File: src/hw/rtl/blp_pkg.sv
// Shared types and constants of the breathing LED PWM block.
// Holds the register map, field widths and reset values.
// Has no dependencies; the counter, the top level and the checker use it.
package blp_pkg;

   // Widths of the fields and registers.
   localparam int unsigned CSR_INDEX_W = 3;
   localparam int unsigned CSR_DATA_W  = 16;
   localparam int unsigned LIMIT_W     = 16;
   localparam int unsigned STEP_W      = 16;
   localparam int unsigned LEVEL_W     = 4;
   localparam int unsigned SELECT_W    = 2;
   localparam int unsigned LED_COUNT   = 4;
   localparam int unsigned THRESH_W    = LEVEL_W + STEP_W;

   // Register indexes on the configuration port.
   typedef enum logic [CSR_INDEX_W-1:0] {
      CSR_PWM_PERIOD   = 3'd0,
      CSR_DUTY_STEP    = 3'd1,
      CSR_TOP_LEVEL    = 3'd2,
      CSR_DWELL_LENGTH = 3'd3,
      CSR_LED_SELECT   = 3'd4
   } csr_index_type;

   // Register values after reset.
   localparam logic [LIMIT_W-1:0]  PWM_PERIOD_RESET   = 16'd500;
   localparam logic [STEP_W-1:0]   DUTY_STEP_RESET    = 16'd50;
   localparam logic [LEVEL_W-1:0]  TOP_LEVEL_RESET    = 4'd10;
   localparam logic [LIMIT_W-1:0]  DWELL_LENGTH_RESET = 16'd100;
   localparam logic [SELECT_W-1:0] LED_SELECT_RESET   = 2'd3;

   // What a wrapping counter reports back for the current beat.
   typedef struct packed {
      logic ticked;
      logic wrapped;
   } count_status_type;

endpackage

File: src/hw/rtl/breathing_led_pwm.sv
// Breathing LED PWM generator: top level with registers, ramp and result stage.
// Depends on blp_pkg and instantiates blp_wrap_counter twice.
//
//   channel   ports                             width of payload
//   req       req_valid/req_stall               fast_tick 1, slow_tick 1
//   rsp       rsp_valid/rsp_stall               led_mask 4, level_now 4, ramping_up 1
//   csr       csr_write/csr_index/csr_wdata     index 3, data 16
//
// One beat is accepted per cycle while req_stall is low; its result passes the state and result registers.
// The counters and the brightness ramp update at the accepting edge; the result
// stage then forms the threshold (one 4x16 product) and the LED compare.
// Synchronous reset returns settings and state, not the result, to power-up values.
// A stall on rsp holds the result; one further beat is absorbed, then req stalls.
module breathing_led_pwm #(
   parameter int unsigned COUNT_WIDTH = 16
) (
   input  logic                                clock,
   input  logic                                reset,
   input  logic                                req_valid,
   output logic                                req_stall,
   input  logic                                req_fast_tick,
   input  logic                                req_slow_tick,
   output logic                                rsp_valid,
   input  logic                                rsp_stall,
   output logic [blp_pkg::LED_COUNT-1:0]       rsp_led_mask,
   output logic [blp_pkg::LEVEL_W-1:0]         rsp_level_now,
   output logic                                rsp_ramping_up,
   input  logic                                csr_write,
   input  logic [blp_pkg::CSR_INDEX_W-1:0]     csr_index,
   input  logic [blp_pkg::CSR_DATA_W-1:0]      csr_wdata
);

   localparam int unsigned CMP_W =
      (COUNT_WIDTH > blp_pkg::THRESH_W) ? COUNT_WIDTH : blp_pkg::THRESH_W;

   // Configuration registers.
   logic [blp_pkg::LIMIT_W-1:0]  pwm_period_ff;
   logic [blp_pkg::STEP_W-1:0]   duty_step_ff;
   logic [blp_pkg::LEVEL_W-1:0]  top_level_ff;
   logic [blp_pkg::LIMIT_W-1:0]  dwell_length_ff;
   logic [blp_pkg::SELECT_W-1:0] led_select_ff;

   // Handshake and stage control.
   logic req_accept;
   logic state_valid_ff, state_valid_in;
   logic state_move;
   logic rsp_valid_ff, rsp_valid_in;

   // Ramp state.
   logic [blp_pkg::LEVEL_W-1:0] level_ff, level_in;
   logic                        up_ff, up_in;

   // Counters.
   logic [COUNT_WIDTH-1:0]    pwm_count;
   logic [COUNT_WIDTH-1:0]    dwell_count;
   blp_pkg::count_status_type pwm_status;
   blp_pkg::count_status_type dwell_status;

   // Result stage.
   logic [blp_pkg::THRESH_W-1:0]  threshold;
   logic                          lit;
   logic [blp_pkg::LED_COUNT-1:0] led_mask_ff, led_mask_in;
   logic [blp_pkg::LEVEL_W-1:0]   level_now_ff;
   logic                          ramping_up_ff;

   // The state holds a finished beat until the result register can take it.
   assign state_move = state_valid_ff && (!rsp_valid_ff || !rsp_stall);
   assign req_stall  = state_valid_ff && !state_move;
   assign req_accept = req_valid && !req_stall;

   always_comb begin
      state_valid_in = state_valid_ff;
      if (req_accept) begin
         state_valid_in = 1'b1;
      end else if (state_move) begin
         state_valid_in = 1'b0;
      end
      rsp_valid_in = rsp_valid_ff;
      if (state_move) begin
         rsp_valid_in = 1'b1;
      end else if (rsp_valid_ff && !rsp_stall) begin
         rsp_valid_in = 1'b0;
      end
   end

   // Configuration writes; indexes past the list are ignored.
   always_ff @(posedge clock) begin
      if (reset) begin
         pwm_period_ff   <= blp_pkg::PWM_PERIOD_RESET;
         duty_step_ff    <= blp_pkg::DUTY_STEP_RESET;
         top_level_ff    <= blp_pkg::TOP_LEVEL_RESET;
         dwell_length_ff <= blp_pkg::DWELL_LENGTH_RESET;
         led_select_ff   <= blp_pkg::LED_SELECT_RESET;
      end else if (csr_write) begin
         unique case (csr_index)
            blp_pkg::CSR_PWM_PERIOD:   pwm_period_ff   <= csr_wdata;
            blp_pkg::CSR_DUTY_STEP:    duty_step_ff    <= csr_wdata;
            blp_pkg::CSR_TOP_LEVEL:    top_level_ff    <= csr_wdata[blp_pkg::LEVEL_W-1:0];
            blp_pkg::CSR_DWELL_LENGTH: dwell_length_ff <= csr_wdata;
            blp_pkg::CSR_LED_SELECT:   led_select_ff   <= csr_wdata[blp_pkg::SELECT_W-1:0];
            default: ;
         endcase
      end
   end

   blp_wrap_counter #(
      .COUNT_WIDTH (COUNT_WIDTH)
   ) u_pwm_counter (
      .clock  (clock),
      .reset  (reset),
      .tick   (req_accept && req_fast_tick),
      .limit  (pwm_period_ff),
      .count  (pwm_count),
      .status (pwm_status)
   );

   blp_wrap_counter #(
      .COUNT_WIDTH (COUNT_WIDTH)
   ) u_dwell_counter (
      .clock  (clock),
      .reset  (reset),
      .tick   (req_accept && req_slow_tick),
      .limit  (dwell_length_ff),
      .count  (dwell_count),
      .status (dwell_status)
   );

   // At the end of a dwell, step the level or flip direction at an extreme.
   always_comb begin
      level_in = level_ff;
      up_in    = up_ff;
      if (dwell_status.wrapped) begin
         if (up_ff) begin
            if (level_ff >= top_level_ff) begin
               up_in = 1'b0;
            end else begin
               level_in = level_ff + blp_pkg::LEVEL_W'(1);
            end
         end else begin
            if (level_ff == '0) begin
               up_in = 1'b1;
            end else begin
               level_in = level_ff - blp_pkg::LEVEL_W'(1);
            end
         end
      end
   end

   always_ff @(posedge clock) begin
      if (reset) begin
         level_ff       <= '0;
         up_ff          <= 1'b1;
         state_valid_ff <= 1'b0;
         rsp_valid_ff   <= 1'b0;
      end else begin
         level_ff       <= level_in;
         up_ff          <= up_in;
         state_valid_ff <= state_valid_in;
         rsp_valid_ff   <= rsp_valid_in;
      end
   end

   // Duty compare: the LED is on while the PWM count is below the threshold.
   always_comb begin
      threshold   = blp_pkg::THRESH_W'(level_ff) * blp_pkg::THRESH_W'(duty_step_ff);
      lit         = CMP_W'(pwm_count) < CMP_W'(threshold);
      led_mask_in = lit ? (blp_pkg::LED_COUNT'(1) << led_select_ff) : '0;
   end

   // Result register, loaded when the finished beat moves out of the state.
   always_ff @(posedge clock) begin
      if (state_move) begin
         led_mask_ff   <= led_mask_in;
         level_now_ff  <= level_ff;
         ramping_up_ff <= up_ff;
      end
   end

   assign rsp_valid      = rsp_valid_ff;
   assign rsp_led_mask   = led_mask_ff;
   assign rsp_level_now  = level_now_ff;
   assign rsp_ramping_up = ramping_up_ff;

   // The dwell count, the tick flags and the PWM wrap flag are not needed beyond the counters.
   logic unused_ok;
   assign unused_ok = ^{dwell_count, pwm_status.ticked, pwm_status.wrapped,
                        dwell_status.ticked};

endmodule

File: src/hw/rtl/blp_wrap_counter.sv
// Tick counter that wraps to zero when its next value reaches a limit.
// Used for both the PWM counter and the dwell counter.
// Depends on blp_pkg for the limit width and the status struct.
module blp_wrap_counter #(
   parameter int unsigned COUNT_WIDTH = 16
) (
   input  logic                           clock,
   input  logic                           reset,
   input  logic                           tick,
   input  logic [blp_pkg::LIMIT_W-1:0]    limit,
   output logic [COUNT_WIDTH-1:0]         count,
   output blp_pkg::count_status_type      status
);

   localparam int unsigned CMP_W =
      (COUNT_WIDTH > blp_pkg::LIMIT_W) ? COUNT_WIDTH : blp_pkg::LIMIT_W;

   logic [COUNT_WIDTH-1:0] count_ff;
   logic [COUNT_WIDTH-1:0] count_in;
   logic [COUNT_WIDTH-1:0] incr;
   logic                   at_limit;

   // Increment with natural wrap, then fold to zero at or past the limit.
   always_comb begin
      incr     = count_ff + COUNT_WIDTH'(1);
      at_limit = CMP_W'(incr) >= CMP_W'(limit);
      count_in = count_ff;
      if (tick) begin
         count_in = at_limit ? '0 : incr;
      end
   end

   always_ff @(posedge clock) begin
      if (reset) begin
         count_ff <= '0;
      end else begin
         count_ff <= count_in;
      end
   end

   assign count          = count_ff;
   assign status.ticked  = tick;
   assign status.wrapped = tick && (count_in == '0);

endmodule

File: config.mk
export PLATFORM = sky130hd
export DESIGN_NAME = breathing_led_pwm
export DESIGN_NICKNAME = d
export VERILOG_FILES = /design/src/hw/rtl/blp_pkg.sv /design/src/hw/rtl/breathing_led_pwm.sv /design/src/hw/rtl/blp_wrap_counter.sv
export SDC_FILE = /design/constraint.sdc
export NUM_CORES = 1
export LEC_CHECK = 0
export BUFFER_PORTS_ARGS = -buffer_cell sky130_fd_sc_hd__clkbuf_2
export CAP_MARGIN = 20
export CORE_AREA = 4 4 131 133
export CTS_BUF_LIST = sky130_fd_sc_hd__clkbuf_4
export DETAILED_ROUTE_END_ITERATION = 8
export DIE_AREA = 0 0 135 137
export PLACE_DENSITY = 0.74
export SLEW_MARGIN = 20
export SYNTH_ARGS = -nofsm -noshare
export SYNTH_HDL_FRONTEND = slang
export SYNTH_HIERARCHICAL = 1
export SYNTH_SLANG_ARGS = --single-unit
File: constraint.sdc
create_clock -name clock -period 4.6 [get_ports clock]
set_input_delay 0.69 -clock clock [delete_from_list [all_inputs] [get_ports clock]]
set_output_delay 0.69 -clock clock [all_outputs]
set_load 0.01 [all_outputs]
# Yosys cells after proc, flatten, opt, wreduce, memory -nomap -nowiden
# Index checks and enable logic that the tools add are counted.
# classes
mux	13
mul	1
eq_ne	6
n_shift	1
n_addsub	4
n_reduce_logical	23
order_cmp	4
# op_table
cell	count
$mux W16	3
$add A16 B1 Y16 const B	2
$ge A16 B16 Y1	2
$lt A16 B20 Y1	1
$mul A4 B16 Y20	1
$logic_not A16 Y1	1
$mux W4	3
$reduce_and A2 Y1	5
$logic_and A1 B1 Y1	7
$mux W1	7
$eq A3 B2 Y1 const B	2
$add A4 B1 Y4 const B	1
$ge A4 B4 Y1	1
$logic_not A1 Y1	4
$logic_not A4 Y1	1
$ne A2 B2 Y1 const B	2
$reduce_bool A2 Y1	2
$shl A1 B2 Y4 const A	1
$sub A4 B1 Y4 const B	1
$eq A3 B1 Y1 const B	1
$eq A3 B3 Y1 const B	1
$logic_not A3 Y1	1
$reduce_and A3 Y1	1
$logic_or A1 B1 Y1	1
# totals
word_cells	66
in_bits	26
register_bits	102
out_inout_bits	11

# Logic depth before layout (Yosys ltp)
# Gate-level depths: netlist of the first run.
# logic_depth
depth_word	12
depth_mapped	22
ltp_nobuf	21

# Cells and area by module
# Netlist of the first run, hierarchy kept.
# modules_own_cells
mod	seq_area_each_um2	n_inst	area_per_inst_um2	cells_per_inst
breathing_led_pwm	1491.4	1	5066.1	621
blp_wrap_counter	320.3	2	1800.5	234

# Worst setup path before layout of the first run
# Ideal clock, no wire load.
# synth_path
path_kind	register -> register
startpoint	register level_ff[1] (netlist name)
endpoint	register led_mask_ff (netlist bit rsp_led_mask[0]) (data pin)
setup_time_ns	0.273
path_buffers	1
path_slack_ns	-0.088
path_stages_with_launch	20
period_less_slack_ns	4.688
required_time_ns	4.327
t_arrival_ns	4.415
cell_sequence	dfxtp_1 clkbuf_1 nand2_1 fa_1 fa_1 inv_1 fa_1 nand3_1 a21oi_1 o311ai_1 o21ai_0 xnor2_1 ha_1 nand4_1 nor2b_1 o311ai_0 o21ai_0 o211ai_4 a311oi_4 a211oi_1
# synth_between
elab_chain_len	2
# synth_lines
item	line	text
from (decl)	breathing_led_pwm.sv:50	logic [blp_pkg::LEVEL_W-1:0] level_ff, level_in;
from (signal assigned)	breathing_led_pwm.sv:156	level_ff <= level_in;
$mul A4 B16 Y20	breathing_led_pwm.sv:165	threshold = blp_pkg::THRESH_W'(level_ff) * blp_pkg::THRESH_W'(duty_step_ff);
$lt A16 B20 Y1	breathing_led_pwm.sv:166	lit = CMP_W'(pwm_count) < CMP_W'(threshold);
to (signal assigned)	breathing_led_pwm.sv:173	led_mask_ff <= led_mask_in;
to (decl)	breathing_led_pwm.sv:62	logic [blp_pkg::LED_COUNT-1:0] led_mask_ff, led_mask_in;
# No other way between the ends.
# A chain may end at the register's enable or synchronous reset.

# Worst setup path after layout of the first run
# layout_path
startpoint	register level_ff[1] (netlist name)
endpoint	register led_mask_ff (netlist bit rsp_led_mask[1]) (data pin)
# Same word-level chain as after synthesis.

==> results of run 1 <==
## sequential cells by signal, summed over array words and instances, names as in the netlist
signal / flops
duty_step_ff: 16
dwell_length_ff: 16
pwm_period_ff: 16
u_dwell_counter/count: 16
u_pwm_counter/count: 16
level_ff: 4
rsp_led_mask: 4
rsp_level_now: 4
top_level_ff: 4
led_select_ff: 2
rsp_ramping_up: 1
rsp_valid: 1
state_valid_ff: 1
up_ff: 1
## report_power, final
group / switching, mW / total [mW] / internal, mW
registers: 0.0167 / 0.934 / 0.917
clock network: 0.309 / 0.472 / 0.163
logic: 0.154 / 0.268 / 0.115
## repair_timing
action,CTS,global route
resized for setup,7,79
pin swaps,1,39
setup endpoints to repair,4,4
gates cloned,0,0
setup buffers,1,9
## cell type report
| type | count | share of cell area |
|---|---|---|
| Sequential cell | 102 | 0.226 |
| Clock inverter | 7 | 0.00673 |
| Antenna cell | 1 | 0.000264 |
| Tap cell | 216 | 0.0285 |
| Timing Repair Buffer | 92 | 0.0645 |
| Inverter | 101 | 0.0400 |
| Multi-Input combinational cell | 790 | 0.627 |
| Clock buffer | 9 | 0.00712 |
## path summary, 6_finish.rpt
path	start	slack, ns	to	cells past startpoint
worst max-delay path	level_ff[1]$_SDFFE_PP0P_	-0.02	rsp_led_mask[1]$_SDFFCE_PP0P_	20
worst min-delay path	req_valid	0.44	state_valid_ff$_SDFFE_PP0P_	3
worst max register to register	level_ff[1]$_SDFFE_PP0P_	-0.02	rsp_led_mask[1]$_SDFFCE_PP0P_	20
worst min register to register	pwm_period_ff[12]$_SDFFE_PP0P_	0.47	pwm_period_ff[12]$_SDFFE_PP0P_	2
## layer usage
metal | vias up | track usage | part of all wire
met3 | 33 | 0.0316 | 0.041
met1 | 3535 | 0.315 | 0.47
li1 | 3696 | - | -
met2 | 159 | 0.349 | 0.47
met4 | 0 | 0.0431 | 0.018
met5 | - | 0 | 0
## per-stage QoR
step	worst slack, ns	hold WS (ns)
final	-0.0199	0.444
after global placement	0.0386	0.443
after CTS	0.0284	0.409
after detailed placement	-0.106	0.448
after floorplan	0.00671	0.436
after global routing	-0.221	0.439
## critical path, cell delays in order, from the launching register on
cell      delay (ns)
dfxtp_4         0.39
buf_6           0.13
buf_6           0.12
and2_4          0.13
fa_1            0.51
inv_2           0.04
fa_1            0.52
inv_2           0.05
ha_4            0.28
o211ai_1        0.09
nor2_1          0.19
nand2_2         0.10
o21ba_4         0.20
xor2_1          0.14
ha_1            0.30
nand4_1         0.16
buf_4           0.19
o21ai_2         0.21
o211ai_4        0.12
a311oi_4        0.37
a21oi_1         0.11
==> impl_metrics.py, run 1 <==
metrics = {
    "power": {
        "p_leak_nw": 4.18,
        "peakVddDrop_mv": 0.157,
        "p_total_mw": 1.67,
        "power_density_nw_per_um2": 177,
    },
    "finish": {
        "final_nets": 1230,
        "layout.cells.non_filler": 1318,
        "areaGrowthSynthToFinish_pct": 12.7,
        "multi_input_area_um2": 5940,
        "fin_area_um2": 9480,
        "fill_cells": 1420,
        "layout_common_cells": "nand2_1, inv_1, dfxtp_1",
        "seqCellArea_um2": 2150,
        "final_layout_size_suffix_gt1_frac": 0.175,
        "layout_commonest_cell": "nand2_1",
        "final_util": 0.599,
    },
    "sta": {
        "slew_viol_final": 0,
        "tightest_slew_ns": 0.942,
        "fmax_ghz": 0.216,
        "fin_crit_ns": 4.62,
        "hold_viol": 0,
        "finalSetupViolations": 2,
        "period_share": 1.00,
        "fin_setup_tns_ns": -0.0207,
        "relSlewSlack": 0.370,
        "rsz0062_at_grt": "true",
        "skew_ns": 0.0302,
        "setup_slack_ns": -0.0199,
    },
    "cts": {
        "clk_latency_ns": 0.47,
        "clockBufferDepth": 2,
        "h-tree-depth": 3,
        "cts_tree": "yes",
        "cts_hold_buffers": 0,
        "numClockSinks": 102,
        "clockRootBuffer": "clkbuf_4",
        "clk_pin_slew_worst_paths_ns": 0.16,
        "cts_made_buffers": 9,
    },
    "synthesis": {
        "yosysWarnings": 6,
        "synth_area_per_cell_um2": 7.98,
        "synth_area_um2": 8420,
        "synth_nets": 1189,
        "syn_inst": 1055,
    },
    "routing": {
        "vias": 7423,
        "first_iter_violations": 524,
        "ant_nets": 0,
        "routed_wirelength_um": 20700,
        "first_pass_iters": 5,
        "drc_errors": 0,
        "viasPerCell": 5.63,
        "post_drt_wl_per_cell_um": 15.7,
    },
    "worst_setup_path": {
        "worst_ep_required_time_ns": 4.82,
        "worstSetupPathType": "flop to flop",
        "cp_data_arrival_time_ns": 4.84,
        "cp-start-kind": "flop",
        "end_kind": "flop",
        "cp_max_fo": 8,
    },
    "placement": {
        "dpl-instance-area_um2": 8950,
        "io_buffers": 36,
        "dp_cells": 1291,
        "dpl.hpwl_um": 15300,
        "gp_congestion": 0.894,
    },
    "global_routing": {
        "grt_use_total": 0.218,
        "first_global_vias": 6803,
        "antenna_found_initial": 1,
        "overflow": 0,
        "grt_max_degree": 38,
        "grt_first_pass_wirelength_um": 33000,
    },
    "floorplanning": {
        "core_area_um2": 15800,
        "dieArea_um2": 18500,
        "initial_core_util": 0.532,
        "die_h_um": 137,
        "rows": 46,
        "die_w_um": 135,
        "num_io_pins": 37,
    },
    "run": {
        "cap_violations": 0,
    },
    "status": {
        "status": "finished, violations left",
        "failed_checks": "negative setup slack",
    },
    "min_path": {
        "hp-class": "input port to flop",
    },
}
Power figures use the tool's default switching activity.
==> run 2: changes to the inputs <==
--- a/config.mk
+++ b/config.mk
@@ -7,11 +7,10 @@
 export LEC_CHECK = 0
 export BUFFER_PORTS_ARGS = -buffer_cell sky130_fd_sc_hd__clkbuf_2
 export CAP_MARGIN = 20
-export CORE_AREA = 4 4 131 133
+export CORE_AREA = 4 4 165 167
 export CTS_BUF_LIST = sky130_fd_sc_hd__clkbuf_4
 export DETAILED_ROUTE_END_ITERATION = 8
-export DIE_AREA = 0 0 135 137
-export PLACE_DENSITY = 0.74
+export DIE_AREA = 0 0 169 171
 export SLEW_MARGIN = 20
 export SYNTH_ARGS = -nofsm -noshare
 export SYNTH_HDL_FRONTEND = slang
==> run 2 against run 1 <==
The flow now finishes without violations. Hold slack lost 0.050 ns. Critical path depth is the same. First-iteration DRC count shrank 28%. Clock skew shrank 0.0072 ns. Critical endpoint is now rsp_led_mask[3]$_SDFFCE_PP0P_. Critical path type unchanged.
==> impl_metrics.py, run 2 (synthesis results as in run 1) <==
metrics = {
    "floorplanning": {
        "num_io_pins": 37,
        "core_area_um2": 25800,
        "dieArea_um2": 28900,
        "rows": 59,
        "initial_core_util": 0.327,
        "die_h_um": 171,
        "die_w_um": 169,
    },
    "cts": {
        "cts_made_buffers": 9,
        "clockRootBuffer": "clkbuf_4",
        "h-tree-depth": 3,
        "cts_hold_buffers": 0,
        "clk_latency_ns": 0.50,
        "clk_pin_slew_worst_paths_ns": 0.18,
        "clockBufferDepth": 2,
        "numClockSinks": 102,
        "cts_tree": "yes",
    },
    "min_path": {
        "hp-class": "input port to flop",
        "hold_path_depth": 3,
    },
    "placement": {
        "dp_cells": 1408,
        "dpl-instance-area_um2": 9090,
        "dpl.hpwl_um": 16100,
        "gp_congestion": 0.848,
        "io_buffers": 36,
    },
    "sta": {
        "tightest_slew_ns": 0.975,
        "hold_viol": 0,
        "relSlewSlack": 0.348,
        "rsz0062_at_grt": "true",
        "skew_ns": 0.0230,
        "fmax_ghz": 0.221,
        "fin_crit_ns": 4.53,
        "hold_slack_ns": 0.394,
        "finalSetupViolations": 0,
        "slew_viol_final": 0,
        "period_share": 0.985,
        "fin_setup_tns_ns": 0,
    },
    "worst_setup_path": {
        "cp-start-kind": "flop",
        "end_kind": "flop",
        "cp_data_arrival_time_ns": 4.77,
        "worstSetupPathType": "flop to flop",
        "cp_max_fo": 5,
        "worst_ep_required_time_ns": 4.84,
        "reg2reg_depth": 20,
    },
    "power": {
        "p_leak_nw": 4.17,
        "peakVddDrop_mv": 0.111,
        "power_density_nw_per_um2": 173,
    },
    "routing": {
        "first_pass_iters": 5,
        "viasPerCell": 5.10,
        "ant_nets": 0,
        "vias": 7335,
        "post_drt_wl_per_cell_um": 14.9,
        "routed_wirelength_um": 21500,
        "first_iter_violations": 377,
        "drc_errors": 0,
    },
    "finish": {
        "layout_common_cells": "nand2_1, inv_1, dfxtp_1",
        "final_layout_size_suffix_gt1_frac": 0.178,
        "fin_area_um2": 9640,
        "final_nets": 1234,
        "layout.cells.non_filler": 1439,
        "areaGrowthSynthToFinish_pct": 14.5,
        "n_antenna_cell": 0,
        "layout_commonest_cell": "nand2_1",
        "final_util": 0.374,
    },
    "global_routing": {
        "grt_use_total": 0.145,
        "grt_max_degree": 37,
        "first_global_vias": 6876,
        "overflow": 0,
        "antenna_found_initial": 0,
        "grt_first_pass_wirelength_um": 34500,
    },
    "status": {
        "status": "complete, no violations",
    },
    "run": {
        "cap_violations": 0,
    },
}
## run 2: changes by cell type in the layout (fill, tap and decap cells not counted), moves of 3 or more
cell	change
buf_4	+5
and2_1	+4
and2_4	-4
nand2_2	+3
## run 2: final cells by class
class | count | area, um2
Clock buffer | 9 | 67.6
Clock inverter | 6 | 45.0
Fill cell | 2636 | 16100
Inverter | 101 | 379
Multi-Input combinational cell | 790 | 5940
Sequential cell | 102 | 2140
Tap cell | 335 | 419
Timing Repair Buffer | 96 | 638
## run 2: power by group
| part | internal (mW) | total [mW] | switching [mW] |
|---|---|---|---|
| Clock | 0.113 | 0.458 | 0.346 |
| Combinational | 0.117 | 0.271 | 0.154 |
| Sequential | 0.918 | 0.936 | 0.0187 |
| Total | 1.15 | 1.67 | 0.519 |
## run 2: worst paths after layout
check,from,to,slack [ns]
worst min-delay path,req_valid,state_valid_ff$_SDFFE_PP0P_,0.39
worst min register to register,dwell_length_ff[13]$_SDFFE_PP0P_,dwell_length_ff[13]$_SDFFE_PP0P_,0.47
worst max register to register,duty_step_ff[4]$_SDFFE_PP1P_,rsp_led_mask[3]$_SDFFCE_PP0P_,0.07
worst max-delay path,duty_step_ff[4]$_SDFFE_PP1P_,rsp_led_mask[3]$_SDFFCE_PP0P_,0.07
## run 2: critical path: stages, from the launching register on
cell      delay [ns]
dfxtp_1         0.38
and2_1          0.19
fa_1            0.53
inv_1           0.05
fa_1            0.51
inv_2           0.05
ha_4            0.29
nand2_2         0.05
o31a_1          0.32
nand2_2         0.09
nand2_2         0.06
o21ba_4         0.19
xor2_1          0.14
ha_1            0.30
nand4_1         0.16
nor2b_4         0.17
o311ai_4        0.11
o21ai_4         0.09
o211ai_4        0.11
a311oi_4        0.39
a21oi_1         0.11
## run 2: per-layer routing
layer / up-vias / routed length (um) / GRT usage
met5: - / 0 / 0
met4: 0 / 332 / 0.0259
met3: 26 / 657 / 0.0250
met2: 114 / 9860 / 0.232
met1: 3500 / 10700 / 0.209
li1: 3695 / - / -
## run 2: through the flow
step / total power [mW] / setup slack [ns]
after global routing: 1.75 / -0.174
after floorplan: 1.11 / 0.00671
final: 1.67 / 0.0708
after detailed placement: 1.19 / -0.145
after CTS: 1.66 / 0.00163
after global placement: 1.19 / -0.00946
## run 2: what timing repair did
action                     4_1_cts  5_1_grt
setup endpoints to repair        4        4
pin swaps                        1       47
resized for setup                8       76
buffers inserted                 1       15
==> run 3: changes to the inputs <==
--- a/config.mk
+++ b/config.mk
@@ -7,10 +7,10 @@
 export LEC_CHECK = 0
 export BUFFER_PORTS_ARGS = -buffer_cell sky130_fd_sc_hd__clkbuf_2
 export CAP_MARGIN = 20
-export CORE_AREA = 4 4 165 167
+export CORE_AREA = 4 4 200 202
 export CTS_BUF_LIST = sky130_fd_sc_hd__clkbuf_4
 export DETAILED_ROUTE_END_ITERATION = 8
-export DIE_AREA = 0 0 169 171
+export DIE_AREA = 0 0 204 206
 export SLEW_MARGIN = 20
 export SYNTH_ARGS = -nofsm -noshare
 export SYNTH_HDL_FRONTEND = slang
==> constraint.sdc (replaced) <==
create_clock -name clock -period 4.6 [get_ports clock]
set_input_delay 0.46 -clock clock [delete_from_list [all_inputs] [get_ports clock]]
set_output_delay 0.46 -clock clock [all_outputs]
set_load 0.01 [all_outputs]
==> run 3 against run 2 <==
The run now ends with negative setup slack left. Clock power up 14%. Via count rose by 0.41%. Cell count grew 12%. Clock-buffer cell count stayed put. First-iteration DRC count increased by 15%. Die area rose by 45%. Flip-flop and latch count stayed put. Combinational power barely moved.
==> impl_metrics.py, run 3 (synthesis results as in run 1) <==
metrics = {
    "routing": {
        "drc_errors": 0,
        "vias": 7365,
        "routed_wirelength_um": 21600,
        "first_iter_violations": 434,
        "ant_nets": 0,
        "first_pass_iters": 4,
        "viasPerCell": 4.55,
        "post_drt_wl_per_cell_um": 13.4,
    },
    "power": {
        "clock_power_share": 0.301,
        "combPwrFrac": 0.157,
        "seqPwrFrac": 0.541,
        "swShare": 0.323,
        "peakVddDrop_mv": 0.113,
        "p_sw_uw": 559,
        "p_leak_nw": 4.18,
        "power_density_nw_per_um2": 176,
        "p_int_mw": 1.17,
    },
    "finish": {
        "fin_area_um2": 9820,
        "final_util": 0.256,
        "layout.cells.non_filler": 1617,
        "n_antenna_cell": 0,
        "final_nets": 1228,
        "final_layout_size_suffix_gt1_frac": 0.168,
        "layout_commonest_cell": "nand2_1",
        "areaGrowthSynthToFinish_pct": 16.6,
        "layout_common_cells": "nand2_1, inv_1, dfxtp_1",
    },
    "floorplanning": {
        "rows": 72,
        "initial_core_util": 0.220,
        "die_w_um": 204,
        "die_h_um": 206,
        "core_area_um2": 38300,
        "num_io_pins": 37,
        "dieArea_um2": 42000,
    },
    "sta": {
        "skew_ns": 0.0435,
        "tightest_slew_ns": 0.896,
        "fin_crit_ns": 4.61,
        "hold_viol": 0,
        "fmax_ghz": 0.217,
        "slew_viol_final": 0,
        "rsz0062_at_grt": "true",
        "period_share": 1.00,
        "relSlewSlack": 0.403,
        "finalSetupViolations": 1,
        "hold_slack_ns": 0.166,
        "setup_slack_ns": -0.00801,
    },
    "cts": {
        "h-tree-depth": 3,
        "numClockSinks": 102,
        "cts_tree": "yes",
        "cts_hold_buffers": 0,
        "clockRootBuffer": "clkbuf_4",
        "clk_latency_ns": 0.53,
        "clk_pin_slew_worst_paths_ns": 0.21,
        "cts_made_buffers": 9,
        "clockBufferDepth": 2,
    },
    "worst_setup_path": {
        "critical_path.startpoint": "level_ff[3]$_SDFFE_PP0P_",
        "cp-start-kind": "flop",
        "cp_data_arrival_time_ns": 4.85,
        "end_kind": "flop",
        "worstSetupPathType": "flop to flop",
        "reg2reg_depth": 19,
        "worst_ep_required_time_ns": 4.84,
        "r2r-start": "level_ff[3]$_SDFFE_PP0P_",
        "r2r-end": "rsp_led_mask[0]$_SDFFCE_PP0P_",
        "cp_max_fo": 8,
        "r2r_slack_ns": -0.008,
    },
    "placement": {
        "io_buffers": 36,
        "gp_congestion": 0.849,
        "dpl-instance-area_um2": 9290,
        "pre_cts_slack_ns": -0.182,
        "dpl.hpwl_um": 16500,
        "dp_cells": 1587,
    },
    "global_routing": {
        "grt_first_pass_wirelength_um": 35100,
        "grt_max_degree": 43,
        "antenna_found_initial": 0,
        "overflow": 0,
        "grt_use_total": 0.101,
        "first_global_vias": 6954,
    },
    "min_path": {
        "min_to": "state_valid_ff$_SDFFE_PP0P_",
        "hold_path_depth": 3,
        "hp-class": "input port to flop",
        "hp-start": "req_valid",
    },
    "status": {
        "status": "finished, violations left",
        "failed_checks": "negative setup slack",
    },
    "run": {
        "cap_violations": 0,
    },
}
## run 3: changes by cell type in the layout (fill, tap and decap cells not counted), moves of 3 or more
cell	before	now
buf_4	58	52
nand2_2	7	2
a21oi_1	77	81
a21oi_2	13	9
dfxtp_1	89	85
nand2_1	174	178
dfxtp_2	1	4
inv_1	90	93
inv_2	11	8
nor2_2	1	4
## run 3: repair_timing
item | 4_1_cts | 5_1_grt
endpoints found under the setup margin | 4 | 4
resized for setup | 23 | 49
buffers inserted | 2 | 12
pin swaps | 5 | 32
## run 3: power by group through the flow
stage               sequential (mW)  combinational [mW]  clock (mW)
floorplan                     0.952               0.158           0
detailed placement            0.956               0.239           0
CTS                           0.937               0.245       0.539
global route                  0.939               0.303       0.568
finish                        0.936               0.272       0.521
global placement              0.955               0.234           0
## run 3: critical path: stages (launching register included)
cell	delay, ns
dfxtp_4	0.42
and2_4	0.14
fa_1	0.52
inv_1	0.05
fa_1	0.51
inv_2	0.05
ha_4	0.29
nand2_4	0.05
o31a_1	0.34
nand2_1	0.12
nand2_2	0.07
o21ba_4	0.21
xor2_1	0.14
ha_1	0.30
nand4_1	0.16
buf_4	0.19
o21ai_2	0.18
o211ai_4	0.11
a311oi_4	0.36
a211oi_2	0.12
## run 3: metrics by stage
step           total power, mW  TNS [ns]
3_3_place_gp              1.19   -0.0168
6_report                  1.73  -0.00801
2_1_floorplan             1.11         0
3_5_place_dp              1.20    -0.657
4_1_cts                   1.72         0
5_1_grt                   1.81    -0.729
## run 3: worst max-delay path by stage
stage	to	cells past startpoint
2_1_floorplan	rsp_led_mask[0]$_SDFFCE_PP0P_	19
3_3_place_gp	rsp_led_mask[0]$_SDFFCE_PP0P_	19
3_5_place_dp	rsp_led_mask[0]$_SDFFCE_PP0P_	19
4_1_cts	rsp_led_mask[0]$_SDFFCE_PP0P_	20
5_1_grt	rsp_led_mask[0]$_SDFFCE_PP0P_	20
6_report	rsp_led_mask[0]$_SDFFCE_PP0P_	19
## run 3: metal layers
layer,share of wire,up-vias,track usage
met5,0,-,0
met4,0.011,0,0.0156
met3,0.038,17,0.0215
met2,0.45,121,0.160
met1,0.50,3544,0.144
li1,-,3683,-
## run 3: area by class of cell
type	count	area, um2
inverter	101	379
tap	518	648
multi-input combinational	790	5890
sequential	102	2150
clock buffer	9	67.6
clock inverter	7	86.3
fill	4105	28500
timing repair buffer	90	597
